**src/bspw_pkg.sv**
```systemverilog
package bspw_pkg;

    localparam int DATA_W    = 8;
    localparam int CHAN_W    = 6;
    localparam int STRETCH_W = 5;
    localparam int LFSR_W    = 7;
    localparam int CFG_IDX_W = 2;
    localparam int CFG_W     = 6;
    localparam int SRC_W     = 3;

    localparam logic [CFG_IDX_W-1:0] REG_STRETCH = 2'd0;
    localparam logic [CFG_IDX_W-1:0] REG_HOP_EN  = 2'd1;
    localparam logic [CFG_IDX_W-1:0] REG_FIX_CH  = 2'd2;

    localparam logic [STRETCH_W-1:0] STRETCH_RST = 5'd30;
    localparam logic [CHAN_W-1:0]    CHAN_RST    = 6'd37;
    localparam logic [CHAN_W-1:0]    ADV_CH_BASE = 6'd37;

    // controller -> datapath
    typedef struct packed {
        logic load;   // take a new input beat
        logic skip;   // clock whitener 8 times, header byte
        logic emit;   // produce one output byte into the output register
    } cmd_t;

    // datapath -> controller
    typedef struct packed {
        logic last_byte;  // byte about to be emitted closes the run
    } status_t;

endpackage

```
**src/bspw_dp.sv**
```systemverilog
module bspw_dp
    import bspw_pkg::*;
#(
    parameter int MAX_STRETCH = 30
) (
    input  logic                 aclk,
    input  logic                 aresetn,
    input  logic                 cfg_wr_en,
    input  logic [CFG_IDX_W-1:0] cfg_index,
    input  logic [CFG_W-1:0]     cfg_wdata,
    input  logic [DATA_W-1:0]    in_data,
    input  logic                 in_sop,
    input  cmd_t                 cmd,
    output status_t              status,
    output logic [DATA_W-1:0]    out_byte,
    output logic [CHAN_W-1:0]    out_chan,
    output logic                 out_last
);

    logic [STRETCH_W-1:0] stretch_reg;
    logic                 hop_reg;
    logic [CHAN_W-1:0]    fixed_reg;

    logic [LFSR_W-1:0]    lfsr_reg, lfsr_next;
    logic [CHAN_W-1:0]    chan_reg, chan_next;
    logic [DATA_W-1:0]    data_reg;
    logic [SRC_W-1:0]     src_reg, src_next;
    logic [STRETCH_W-1:0] rep_reg, rep_next;
    logic [STRETCH_W-1:0] bcnt_reg;
    logic [DATA_W-1:0]    obyte_reg;
    logic [CHAN_W-1:0]    ochan_reg;
    logic                 olast_reg;

    logic [STRETCH_W-1:0] s_eff;
    logic [LFSR_W-1:0]    lfsr_adv;
    logic [DATA_W-1:0]    byte_w;
    logic [SRC_W-1:0]     src_adv;
    logic [STRETCH_W-1:0] rep_adv;

    // 37 + (((ch + 1) mod 37) mod 3), mod 3 by base-4 digit sums
    function automatic logic [CHAN_W-1:0] hop_next(input logic [CHAN_W-1:0] ch);
        logic [CHAN_W:0]   v;
        logic [CHAN_W-1:0] m;
        logic [3:0]        d;
        logic [2:0]        e;
        logic [1:0]        r;
        v = {1'b0, ch} + 7'd1;
        m = (v >= 7'd37) ? CHAN_W'(v - 7'd37) : CHAN_W'(v);
        d = 4'(m[1:0]) + 4'(m[3:2]) + 4'(m[5:4]);
        e = 3'(d[1:0]) + 3'(d[3:2]);
        r = (e >= 3'd3) ? 2'(e - 3'd3) : 2'(e);
        return ADV_CH_BASE + CHAN_W'(r);
    endfunction

    always_comb begin
        if (stretch_reg == '0) begin
            s_eff = STRETCH_W'(1);
        end else if (int'(stretch_reg) > MAX_STRETCH) begin
            s_eff = STRETCH_W'(MAX_STRETCH);
        end else begin
            s_eff = stretch_reg;
        end
    end

    // eight whitener steps; data bit walks MSB first, each repeated s_eff times
    always_comb begin
        logic [LFSR_W-1:0]    lf;
        logic [SRC_W-1:0]     src;
        logic [STRETCH_W-1:0] rep;
        logic                 fb;
        lf     = lfsr_reg;
        src    = src_reg;
        rep    = rep_reg;
        byte_w = '0;
        for (int i = 0; i < DATA_W; i++) begin
            fb        = lf[0];
            byte_w[i] = data_reg[src] ^ fb;
            lf        = {fb, lf[LFSR_W-1:1]};
            lf[2]     = lf[2] ^ fb;
            if (rep + STRETCH_W'(1) == s_eff) begin
                rep = '0;
                src = src - SRC_W'(1);
            end else begin
                rep = rep + STRETCH_W'(1);
            end
        end
        lfsr_adv = lf;
        src_adv  = src;
        rep_adv  = rep;
    end

    assign status.last_byte = (bcnt_reg + STRETCH_W'(1) == s_eff);

    always_comb begin
        chan_next = chan_reg;
        lfsr_next = lfsr_reg;
        src_next  = src_reg;
        rep_next  = rep_reg;
        if (cmd.load) begin
            src_next = SRC_W'(DATA_W - 1);
            rep_next = '0;
            if (in_sop) begin
                chan_next = hop_reg ? hop_next(chan_reg) : fixed_reg;
                lfsr_next = {1'b1, chan_next};
            end
        end else if (cmd.skip) begin
            lfsr_next = lfsr_adv;
        end else if (cmd.emit) begin
            lfsr_next = lfsr_adv;
            src_next  = src_adv;
            rep_next  = rep_adv;
        end
    end

    always_ff @(posedge aclk) begin
        if (!aresetn) begin
            stretch_reg <= STRETCH_RST;
            hop_reg     <= 1'b1;
            fixed_reg   <= CHAN_RST;
            chan_reg    <= CHAN_RST;
            lfsr_reg    <= {1'b1, CHAN_RST};
        end else begin
            if (cfg_wr_en) begin
                unique case (cfg_index)
                    REG_STRETCH: stretch_reg <= cfg_wdata[STRETCH_W-1:0];
                    REG_HOP_EN:  hop_reg     <= cfg_wdata[0];
                    REG_FIX_CH:  fixed_reg   <= cfg_wdata[CHAN_W-1:0];
                    default: ;
                endcase
            end
            chan_reg <= chan_next;
            lfsr_reg <= lfsr_next;
        end
    end

    always_ff @(posedge aclk) begin
        src_reg <= src_next;
        rep_reg <= rep_next;
        if (cmd.load) begin
            data_reg <= in_data;
            bcnt_reg <= '0;
        end else if (cmd.emit) begin
            bcnt_reg  <= bcnt_reg + STRETCH_W'(1);
            obyte_reg <= byte_w;
            ochan_reg <= chan_reg;
            olast_reg <= status.last_byte;
        end
    end

    assign out_byte = obyte_reg;
    assign out_chan = ochan_reg;
    assign out_last = olast_reg;

    a_seed_top_bit: assert property (@(posedge aclk) disable iff (!aresetn)
        (cmd.load && in_sop) |=> lfsr_reg[LFSR_W-1])
        else $error("whitener seed lacks top bit");

    a_hop_range: assert property (@(posedge aclk) disable iff (!aresetn)
        (cmd.load && in_sop && hop_reg) |=>
        (chan_reg == 6'd37 || chan_reg == 6'd38 || chan_reg == 6'd39))
        else $error("hopped channel outside advertising set");

endmodule

```
**src/bspw_ctrl.sv**
```systemverilog
module bspw_ctrl
    import bspw_pkg::*;
#(
    parameter int HEADER_SKIP_BYTES = 9
) (
    input  logic    aclk,
    input  logic    aresetn,
    input  logic    s_tvalid,
    input  logic    s_tuser,
    output logic    s_tready,
    output logic    m_tvalid,
    input  logic    m_tready,
    input  status_t status,
    output cmd_t    cmd
);

    localparam int HW = (HEADER_SKIP_BYTES > 1) ? $clog2(HEADER_SKIP_BYTES) : 1;

    typedef enum logic [1:0] {
        ST_IDLE,
        ST_SKIP,
        ST_EMIT
    } state_t;

    state_t          state_reg, state_next;
    logic [HW-1:0]   hdr_reg, hdr_next;
    logic            mvalid_reg, mvalid_next;
    logic            out_free;

    assign s_tready = (state_reg == ST_IDLE);
    assign m_tvalid = mvalid_reg;
    assign out_free = !mvalid_reg || m_tready;

    always_comb begin
        state_next  = state_reg;
        hdr_next    = hdr_reg;
        mvalid_next = m_tready ? 1'b0 : mvalid_reg;
        cmd         = '0;
        unique case (state_reg)
            ST_IDLE: begin
                if (s_tvalid) begin
                    cmd.load = 1'b1;
                    hdr_next = '0;
                    if (s_tuser && HEADER_SKIP_BYTES > 0) begin
                        state_next = ST_SKIP;
                    end else begin
                        state_next = ST_EMIT;
                    end
                end
            end
            ST_SKIP: begin
                cmd.skip = 1'b1;
                hdr_next = hdr_reg + HW'(1);
                if (hdr_reg == HW'(HEADER_SKIP_BYTES - 1)) begin
                    state_next = ST_EMIT;
                end
            end
            ST_EMIT: begin
                if (out_free) begin
                    cmd.emit    = 1'b1;
                    mvalid_next = 1'b1;
                    if (status.last_byte) begin
                        state_next = ST_IDLE;
                    end
                end
            end
            default: state_next = ST_IDLE;
        endcase
    end

    always_ff @(posedge aclk) begin
        if (!aresetn) begin
            state_reg  <= ST_IDLE;
            hdr_reg    <= '0;
            mvalid_reg <= 1'b0;
        end else begin
            state_reg  <= state_next;
            hdr_reg    <= hdr_next;
            mvalid_reg <= mvalid_next;
        end
    end

    a_emit_slot_free: assert property (@(posedge aclk) disable iff (!aresetn)
        cmd.emit |-> (state_reg == ST_EMIT) && out_free)
        else $error("emit into an occupied output register");

    a_run_ends_idle: assert property (@(posedge aclk) disable iff (!aresetn)
        (cmd.emit && status.last_byte) |=> (state_reg == ST_IDLE) && mvalid_reg)
        else $error("run did not close after last byte");

endmodule

```
**src/ble_stretched_payload_whitener.sv**
```systemverilog
// Each input beat yields stretch_factor output beats, one per cycle when m_tready is high.
// Per item: accept, then stretch_factor emits; a start-of-packet beat first clocks the
// whitener past HEADER_SKIP_BYTES header bytes, 8 steps per cycle.
// First output beat: accept, skip state on start of packet, emit state, output register.
// The 8-step whitener sets the rate: one byte per cycle unless stalled, up to 30 per item.
// Synchronous active-low reset: idle, registers to 30/1/37, channel 37, whitener 0x65.
module ble_stretched_payload_whitener
    import bspw_pkg::*;
#(
    parameter int HEADER_SKIP_BYTES = 9,
    parameter int MAX_STRETCH       = 30
) (
    input  logic                 aclk,
    input  logic                 aresetn,
    input  logic                 cfg_wr_en,
    input  logic [CFG_IDX_W-1:0] cfg_index,
    input  logic [CFG_W-1:0]     cfg_wdata,
    input  logic                 s_tvalid,
    output logic                 s_tready,
    input  logic [7:0]           s_tdata,   // [7:0] data_byte
    input  logic                 s_tuser,   // start_of_packet
    output logic                 m_tvalid,
    input  logic                 m_tready,
    output logic [15:0]          m_tdata,   // [7:0] out_byte, [13:8] channel_used, zero pad
    output logic                 m_tlast    // last_of_run
);

    cmd_t              cmd;
    status_t           status;
    logic [DATA_W-1:0] out_byte;
    logic [CHAN_W-1:0] out_chan;

    bspw_ctrl #(
        .HEADER_SKIP_BYTES(HEADER_SKIP_BYTES)
    ) u_ctrl (
        .aclk     (aclk),
        .aresetn  (aresetn),
        .s_tvalid (s_tvalid),
        .s_tuser  (s_tuser),
        .s_tready (s_tready),
        .m_tvalid (m_tvalid),
        .m_tready (m_tready),
        .status   (status),
        .cmd      (cmd)
    );

    bspw_dp #(
        .MAX_STRETCH(MAX_STRETCH)
    ) u_dp (
        .aclk      (aclk),
        .aresetn   (aresetn),
        .cfg_wr_en (cfg_wr_en),
        .cfg_index (cfg_index),
        .cfg_wdata (cfg_wdata),
        .in_data   (s_tdata),
        .in_sop    (s_tuser),
        .cmd       (cmd),
        .status    (status),
        .out_byte  (out_byte),
        .out_chan  (out_chan),
        .out_last  (m_tlast)
    );

    assign m_tdata = {2'b00, out_chan, out_byte};

endmodule
```
**config.mk**
```make
export PLATFORM = sky130hd
export DESIGN_NAME = ble_stretched_payload_whitener
export DESIGN_NICKNAME = d
export VERILOG_FILES = /design/src/bspw_pkg.sv /design/src/bspw_dp.sv /design/src/bspw_ctrl.sv /design/src/ble_stretched_payload_whitener.sv
export SDC_FILE = /design/constraint.sdc
export NUM_CORES = 1
export LEC_CHECK = 0
export ABC_AREA = 1
export BUFFER_PORTS_ARGS = -buffer_cell sky130_fd_sc_hd__buf_2
export CORE_ASPECT_RATIO = 0.75
export CORE_UTILIZATION = 40
export CTS_CLUSTER_DIAMETER = 150
export CTS_CLUSTER_SIZE = 10
export DETAILED_ROUTE_END_ITERATION = 8
export SYNTH_ARGS = -nofsm -noshare
export SYNTH_HDL_FRONTEND = slang
export SYNTH_SLANG_ARGS = --single-unit
export TNS_END_PERCENT = 5
```
**constraint.sdc**
```tcl
create_clock -name aclk -period 18.9 [get_ports aclk]
set_clock_uncertainty 0.05 [all_clocks]
set_input_delay 3.78 -clock aclk [delete_from_list [all_inputs] [get_ports aclk]]
set_output_delay 3.78 -clock aclk [all_outputs]
set_load 0.1 [all_outputs]
```
==> impl_metrics.env <==
export IMPL_status="finished, final reports clean"
export IMPL_final_util_pct=46.51
export IMPL_clock_sinks=68
export IMPL_ctsHoldBuffers=0
export IMPL_setup_tns_final_ns=0
export IMPL_avgSynthCellArea_um2=6.568
export IMPL_antenna_left=0
export IMPL_tightest_slew_ns=0.9324
export IMPL_cpPeakStageDelay_ns=0.80
export IMPL_nets=1022
export IMPL_ys_warn_count=0
export IMPL_cts_htree_levels=3
export IMPL_ys_seq_area_share_pct=25.81
export IMPL_port_buffers=38
export IMPL_wl_per_cell_um=13.68
export IMPL_clock_path_buffers=2
export IMPL_yosys_area_share_simple_pct=35.38
export IMPL_synthArstFlopShare_pct=0
export IMPL_crit_path_start_kind="register"
export IMPL_cts_buffers=9
export IMPL_ff2ff_setup_slack_ns=8.11
export IMPL_cts_tree="built"
export IMPL_drc=0
export IMPL_slowest_stage="dfxtp_1"
export IMPL_crit_cells=67
export IMPL_end_kind="register"
export IMPL_synth_fa_ha_area_share_pct=6.452
export IMPL_track_usage_pct=20.90
export IMPL_postPlaceCellArea_mm2=0.006506
export IMPL_slew_headroom_pct=37.36
export IMPL_cap_violations=0
export IMPL_r2r_start="u_dp.stretch_reg[4]"
export IMPL_grt_antenna_before_repair=0
export IMPL_ys_types=47
export IMPL_synthFlopType="dfxtp_1"
export IMPL_critPathMaxFanout=16
export IMPL_clkTransAtPathRegs_ns=0.06
export IMPL_diodes=0
export IMPL_synth_compound_area_share_pct=16.15
export IMPL_drive_above_1_share_pct=12.92
export IMPL_cp_startpoint="u_dp.stretch_reg[4]"
export IMPL_row_count=38
export IMPL_fp_dieArea_mm2=0.01592
export IMPL_power_density_mw_per_mm2=193.3
export IMPL_initial_utilization_pct=41.84
export IMPL_finalHoldViolCount=0
export IMPL_root_buffer="clkbuf_16"
export IMPL_dp_hpwl_um=12330
export IMPL_area_delta_synth_final_pct=11.16
export IMPL_max_freq_mhz=92.67
export IMPL_worstSetupEndpoint="u_dp.src_reg[2]"
export IMPL_gp_congestion=0.8758
export IMPL_die_y_um=109.5
export IMPL_synth_edf_count=23
export IMPL_drt_iter0_markers=573
export IMPL_period_share_pct=57.10
export IMPL_grt_pass1_vias=5180
export IMPL_required_ns=19.07
export IMPL_clk_latency_ns=0.33
export IMPL_r2r_cells=67
export IMPL_r2r_end="u_dp.src_reg[2]"
export IMPL_criticalPathCategory="register to register"
export IMPL_rsz0062_at_grt="false"
export IMPL_synth_xor_area_share_pct=5.823
export IMPL_grt_overflow=0
export IMPL_hold_path_class="register to register"
export IMPL_crit_arrival_ns=10.96
export IMPL_num_io_pins=41
export IMPL_grt_first_pass_wirelength_um=26390
export IMPL_cts_resized=0
export IMPL_core_area_mm2=0.01474
export IMPL_synthMuxAreaShare_pct=0
export IMPL_path_common_cell="nand2_1"
export IMPL_finalPower_mw=1.325
export IMPL_critical_path_top_delay_family="simple AND/OR/NAND/NOR gates"
export IMPL_vdd_ir_drop_max_mv=0.2899
export IMPL_finalCriticalPeriod_ns=10.79
export IMPL_final_cell_area_mm2=0.006855
export IMPL_wirelength_um=16080
export IMPL_ys_seq_elements=68
export IMPL_synth_top_family_by_area="simple AND/OR/NAND/NOR gates"
export IMPL_slew_violations=0
export IMPL_num_vias=6030
export IMPL_postCtsSetupRepairBufs=0
export IMPL_finalSetupViolCount=0
export IMPL_synthCells=939
export IMPL_grt_max_degree=27
export IMPL_syn_area_mm2=0.006167
export IMPL_leakagePower_nw=3.354
export IMPL_cp_buffers_inverters=11
export IMPL_dr_pass1_iters=5
export IMPL_die_w_um=145.4
export IMPL_via_per_inst=5.132
worst min path at each step:
stage	to	cells after the start	from
after global placement	u_dp.out_chan[5]	0	u_dp.chan_reg[5]
after detailed placement	u_dp.out_chan[5]	0	u_dp.chan_reg[5]
after floorplan	u_dp.out_chan[4]	0	u_dp.chan_reg[4]
final	u_dp.out_chan[5]	0	u_dp.chan_reg[5]
after global routing	u_dp.out_chan[5]	0	u_dp.chan_reg[5]
after CTS	u_dp.out_chan[5]	0	u_dp.chan_reg[5]
logic make-up after synthesis:
kind of cell,Yosys count
AO/OA/AOI/OAI,169
XOR/XNOR,41
adder cells (fa/ha/maj),30
buffers and inverters,159
flip-flops,68
other,1
AND/OR/NAND/NOR,471
final cells by class:
| cell class | count | area (µm²) |
|---|---|---|
| fillers | 1525 | 7884 |
| clock inverters | 7 | 123.9 |
| repair buffers | 39 | 197.7 |
| well taps | 200 | 250.2 |
| clock buffers | 9 | 225.2 |
| flip-flops and latches | 68 | 1592 |
| inverters | 139 | 521.8 |
| multi-input cells | 713 | 3945 |
synthesized netlist by cell type (all sizes together), types with 2 or more instances:
cell,number,area [µm²]
a211oi,5,37.54
a21boi,2,15.01
a21oi,46,230.2
a31oi,3,18.77
buf,13,88.83
clkbuf,7,26.28
clkinv,3,11.26
dfxtp,45,900.9
edfxtp,23,690.7
fa,3,60.06
ha,27,337.8
inv,136,510.5
nand2,257,1042
nand3,81,470.4
nand4,19,133.9
nor2,103,470.5
nor3,8,45.04
o211ai,13,97.59
o21a,4,30.03
o21ai,73,376.6
o21bai,7,60.06
o221ai,8,70.07
o22ai,4,25.02
o311ai,3,26.28
or2,2,12.51
xnor2,17,148.9
xor2,24,210.2
metal layers:
layer / wire (µm) / share of wire [%] / vias to the layer above / global-route usage, %
met5: 0 / 0 / - / 0
met4: 88 / 0.55 / 0 / 3.684
met3: 1153 / 7.2 / 11 / 4.440
met2: 5919 / 37 / 198 / 28.81
met1: 8915 / 55 / 2672 / 32.66
li1: - / - / 3149 / -
cells in the final DEF (no fill, tap or decap), types with 5 or more instances in the layout:
master	count
nor2_1	84
edfxtp_1	23
a211oi_1	5
o221ai_1	8
nor2_4	5
nand3_2	8
xnor2_1	17
buf_2	38
o21bai_1	5
nor3_1	7
inv_1	126
ha_1	27
nand4_1	18
xor2_1	24
o211ai_1	13
dfxtp_1	45
a21oi_1	46
inv_2	10
clkbuf_16	9
nand2_2	19
nand3_1	71
nand2_1	234
o21ai_0	66
nor2_2	13
power breakdown:
part           switching (mW)  leakage [nW]  internal (mW)
Combinational           0.590          2.61          0.340
Sequential             0.0199         0.582          0.180
Clock                  0.0646         0.166          0.130
stage by stage:
stage | cells | setup slack (ns) | hold WS, ns
after floorplan | 940 | 9.822 | 0.3582
after global placement | 1159 | 8.566 | 0.3647
after detailed placement | 1159 | 8.166 | 0.3653
after CTS | 1175 | 8.110 | 0.3787
after global routing | 1175 | 6.901 | 0.3845
final | 1175 | 8.109 | 0.3798
Power figures use the tool's default switching activity.
